$ cat src/rtl/core/vna_pkg.sv
`timescale 1ns / 1ps
`default_nettype none
// Shared types and constants for the vertex normal accumulator.
// No dependencies; imported by every module of the block.
package vna_pkg;

    localparam int VERTEX_COUNT_DEF = 4096;
    localparam int IDX_W            = 12;
    localparam int QUEUE_DEPTH      = 2;

    localparam logic [1:0] KIND_WRITE = 2'd0;
    localparam logic [1:0] KIND_TRI   = 2'd1;
    localparam logic [1:0] KIND_READ  = 2'd2;

    // Work for the back end, as classified by the front end.
    typedef enum logic [1:0] {
        OP_WRITE,
        OP_TRI,
        OP_READ,
        OP_READ_ZERO
    } op_t;

    typedef struct packed {
        op_t              op;
        logic [IDX_W-1:0] index;
        logic [95:0]      pos;    // {z, y, x}, Q16.16 each
        logic [47:0]      nrm;    // {z, y, x}, Q1.14 each
        logic [IDX_W-1:0] ca;
        logic [IDX_W-1:0] cb;
        logic [IDX_W-1:0] cc;
    } item_t;

endpackage
`default_nettype wire

$ cat src/rtl/core/vna_front.sv
`timescale 1ns / 1ps
`default_nettype none
// Front end: accepts input transfers, classifies them and queues the work.
// Depends on vna_pkg.
module vna_front #(
    parameter int VERTEX_COUNT = vna_pkg::VERTEX_COUNT_DEF
) (
    input  wire logic                    aclk,
    input  wire logic                    aresetn,
    input  wire logic                    s_valid,
    output logic                         s_ready,
    input  wire logic [1:0]              s_kind,
    input  wire logic [vna_pkg::IDX_W-1:0] s_vertex_index,
    input  wire logic signed [31:0]      s_pos_x,
    input  wire logic signed [31:0]      s_pos_y,
    input  wire logic signed [31:0]      s_pos_z,
    input  wire logic signed [15:0]      s_init_normal_x,
    input  wire logic signed [15:0]      s_init_normal_y,
    input  wire logic signed [15:0]      s_init_normal_z,
    input  wire logic [vna_pkg::IDX_W-1:0] s_corner_a,
    input  wire logic [vna_pkg::IDX_W-1:0] s_corner_b,
    input  wire logic [vna_pkg::IDX_W-1:0] s_corner_c,
    output logic                         head_valid,
    output vna_pkg::item_t               head,
    input  wire logic                    pop
);
    import vna_pkg::*;

    item_t      q_reg [QUEUE_DEPTH];
    logic       wr_ptr_reg;
    logic       rd_ptr_reg;
    logic [1:0] count_reg;

    logic  vi_ok, tri_ok, keep, push;
    item_t cls;

    assign vi_ok  = {20'd0, s_vertex_index} < VERTEX_COUNT;
    assign tri_ok = ({20'd0, s_corner_a} < VERTEX_COUNT) &&
                    ({20'd0, s_corner_b} < VERTEX_COUNT) &&
                    ({20'd0, s_corner_c} < VERTEX_COUNT);

    always_comb begin
        cls.index = s_vertex_index;
        cls.pos   = {s_pos_z, s_pos_y, s_pos_x};
        cls.nrm   = {s_init_normal_z, s_init_normal_y, s_init_normal_x};
        cls.ca    = s_corner_a;
        cls.cb    = s_corner_b;
        cls.cc    = s_corner_c;
        cls.op    = OP_WRITE;
        keep      = 1'b0;
        unique case (s_kind)
            KIND_WRITE: begin
                cls.op = OP_WRITE;
                keep   = vi_ok;
            end
            KIND_TRI: begin
                cls.op = OP_TRI;
                keep   = tri_ok;
            end
            KIND_READ: begin
                cls.op = vi_ok ? OP_READ : OP_READ_ZERO;
                keep   = 1'b1;
            end
            default: keep = 1'b0;   // unused kind: drop
        endcase
    end

    assign s_ready    = count_reg < 2'(QUEUE_DEPTH);
    assign push       = s_valid && s_ready && keep;
    assign head_valid = count_reg != 2'd0;
    assign head       = q_reg[rd_ptr_reg];

    always_ff @(posedge aclk) begin
        if (push) begin
            q_reg[wr_ptr_reg] <= cls;
        end
    end

    always_ff @(posedge aclk) begin
        if (!aresetn) begin
            wr_ptr_reg <= 1'b0;
            rd_ptr_reg <= 1'b0;
            count_reg  <= 2'd0;
        end else begin
            if (push) begin
                wr_ptr_reg <= ~wr_ptr_reg;
            end
            if (pop) begin
                rd_ptr_reg <= ~rd_ptr_reg;
            end
            case ({push, pop})
                2'b10:   count_reg <= count_reg + 2'd1;
                2'b01:   count_reg <= count_reg - 2'd1;
                default: count_reg <= count_reg;
            endcase
        end
    end

endmodule
`default_nettype wire

$ cat config.mk
export PLATFORM = sky130hd
export DESIGN_NAME = vna_front
export DESIGN_NICKNAME = d
export VERILOG_FILES = /design/src/rtl/core/vna_pkg.sv /design/src/rtl/core/vna_front.sv
export SDC_FILE = /design/constraint.sdc
export NUM_CORES = 1
export LEC_CHECK = 0
export ABC_AREA = 1
export BUFFER_PORTS_ARGS = -buffer_cell sky130_fd_sc_hd__buf_2
export CAP_MARGIN = 25
export CORE_AREA = 5 5 158 198
export CTS_CLUSTER_DIAMETER = 50
export DETAILED_ROUTE_END_ITERATION = 12
export DIE_AREA = 0 0 163 203
export PLACE_DENSITY = 0.8
export SYNTH_ARGS = -nofsm -noshare
export SYNTH_HDL_FRONTEND = slang
export SYNTH_SLANG_ARGS = --single-unit
$ cat constraint.sdc
create_clock -name aclk -period 15 [get_ports aclk]
set_clock_uncertainty 0.15 [all_clocks]
set_input_delay 4.5 -clock aclk [delete_from_list [all_inputs] [get_ports aclk]]
set_output_delay 4.5 -clock aclk [all_outputs]
set_load 0.1 [all_outputs]
==> metrics <==
f_max 121 MHz; gr usage total 17.4%; layout net count 1262; Num CTS Buffers 39; vias per cell 4.95; unrepaired setup endpoints after global routing no; part of the cycle the worst path needs 55.0%; most common cell in the netlist edfxtp_1; # Max-Cap Violations 0; 1st-iter DRT viols 424; status completed; Synthesized Nets 842; max_slew headroom 33.5%; number of synthesized flops with an enable pin 388; initial antenna violation count 16; Setup WS post-layout 6.75 ns; Root Buffer clkbuf_16; Antenna Violating Nets Remaining 0; DRC 0; kind of start point of the critical path register; Core Box Area 29100 µm²; Peak VDD IR 0.000129 V; final setup fails 0; Worst Path Max Fanout 55; Synth warnings 0; CTS tree yes; total power 0.00287 W; I/O pins 394; WP data required 10.35 ns; Post-Synthesis Cells 643; Hold Path Class reg2reg; Seq cells post-synth 393; post-synthesis sequential area ratio 78.8%; Hold Vio Cnt, Final 0; HPWL Detailed 21100 µm; GPL Wtd Cong 0.778; fraction of registers with async set/reset 0%; htree depth 2; Die Ht 203 µm; clock buffer depth 3; postcts setup bufs 0; vias in the first global route 7860; WL final 30100 µm; first-pass GRT wire length 43800 µm; Post-Syn Area 14900 µm²; ratio of cells with drive above 1 in the final layout 59.7%; crit path DAT 3.60 ns; pre-CTS setup slack 7.26 ns; Die Wd 163 µm; Worst-path clk slew 0.06 ns; largest net degree at the start of global routing 124; IO Port Bufs 393; Synth area leaders edfxtp_1 (78%), mux2_4 (16%), mux2_2 (2.6%); Slew @ Worst Pin 0.997 ns; reg2reg setup slack 11.89 ns; R2R Path Start count_reg[1]$_SDFFE_PN0P_; cts repair resizes 0; post-cts hold buffer count 0; Initial Util 51.3%; critical setup path kind reg2out; Fin Setup TNS 0 ns; most instantiated cells after synthesis edfxtp_1 (388), mux2_4 (160), mux2_2 (34), buf_6 (18), nor2_1 (11); clock sinks 393; Worst Reg2Reg Path Length in Cells 5; P_leak 7.24 nW; Largest register FFs 388; DR pass1 iterations 6; die area 33100 µm²; endpoint type of the worst setup path primary output; distinct cell type count after synthesis 16; Rows 70; worst reg2reg endpoint q_reg[0][37]$_DFFE_PP_; vias 7392; routed len/inst 20.1 µm; syn avg cell area 23.2 µm²; Post-synth top flop edfxtp_1; worst-skew pair later-pin latency 0.52 ns; area leader, netlist edfxtp_1; Critical Path End head[119]; synthesis-to-layout area growth 23.9%; minimum clock period 8.25 ns; Congestion Overflow GR 0; post-layout util 63.6%; Pwr per Cell Area 155 nW/µm²; post-synth top area share 78.1%; Slew Viols, Final 0
==> layout make-up <==
type	count	area [µm²]
fillers	2069	10600
inverters	7	33.8
clock inverters	16	179
diodes	9	22.5
well taps	396	495
clock buffers	50	1040
flip-flops and latches	393	11800
multi-input cells	221	2910
repair buffers	401	2050
==> cell families (layout without fill, tap and decap cells) <==
group | after synthesis | in the layout | share of synthesized area, %
DFF | 393 | 393 | 78.8
muxes | 194 | 194 | 18.7
buffers and inverters | 29 | 474 | 1.74
and+or+nand+nor | 23 | 23 | 0.621
AOI/OAI and AO/OA | 3 | 3 | 0.109
adders and majority gates | 1 | 1 | 0.0839
other | 0 | 9 | 0
==> power breakdown <==
group	switching (W)	internal [W]
Clock	0.000380	0.000543
Combinational	0.000505	0.000133
Sequential	0.0000206	0.00129
==> worst max-delay path: stages (launching register included) <==
cell and delay, ns:
dfxtp_4 0.68, buf_4 0.73, buf_4 0.86, mux2_4 0.30
buf_2 0.42
==> how the worst min path moves through the flow <==
stage                                       start                       to  slack (ns)  cells after the start
after floorplan           wr_ptr_reg$_SDFFE_PN0P_  wr_ptr_reg$_SDFFE_PN0P_        0.31                      2
after global placement    rd_ptr_reg$_SDFFE_PN0P_  rd_ptr_reg$_SDFFE_PN0P_        0.33                      2
after detailed placement  rd_ptr_reg$_SDFFE_PN0P_                 register        0.33                      2
after CTS                 rd_ptr_reg$_SDFFE_PN0P_                 register        0.36                      2
after global routing      rd_ptr_reg$_SDFFE_PN0P_  rd_ptr_reg$_SDFFE_PN0P_        0.38                      2
final                     rd_ptr_reg$_SDFFE_PN0P_                 register        0.36                      2
==> cells in the final DEF (no fill, tap or decap), types with 2 or more instances in the layout <==
cell type and n:
diode_2 9, buf_2 393, inv_6 2, edfxtp_1 388, clkbuf_16 40, nand2_1 9, nor2_1 10, buf_4 7
mux2_4 160, inv_8 2, clkinv_2 2, bufinv_16 3, nand4_1 2, dfxtp_1 4, clkinvlp_4 2, inv_1 6
clkinv_1 5, clkbuf_1 10, mux2_2 34
==> per-stage QoR <==
stage / cell area [µm²] / std cells / hold WS, ns
floorplan: 14900 / 643 / 0.310
global placement: 17200 / 1417 / 0.326
detailed placement: 17200 / 1417 / 0.333
CTS: 18400 / 1483 / 0.359
global route: 18500 / 1493 / 0.383
finish: 18500 / 1493 / 0.357
==> metal layers <==
layer	vias up	track usage, %	routed length, µm
met1	3608	18.3	10300
li1	3399	-	-
met5	-	0	75
met3	81	5.48	2320
met2	294	31.2	16000
met4	10	8.51	1300
(Power assumes the default switching activity.)
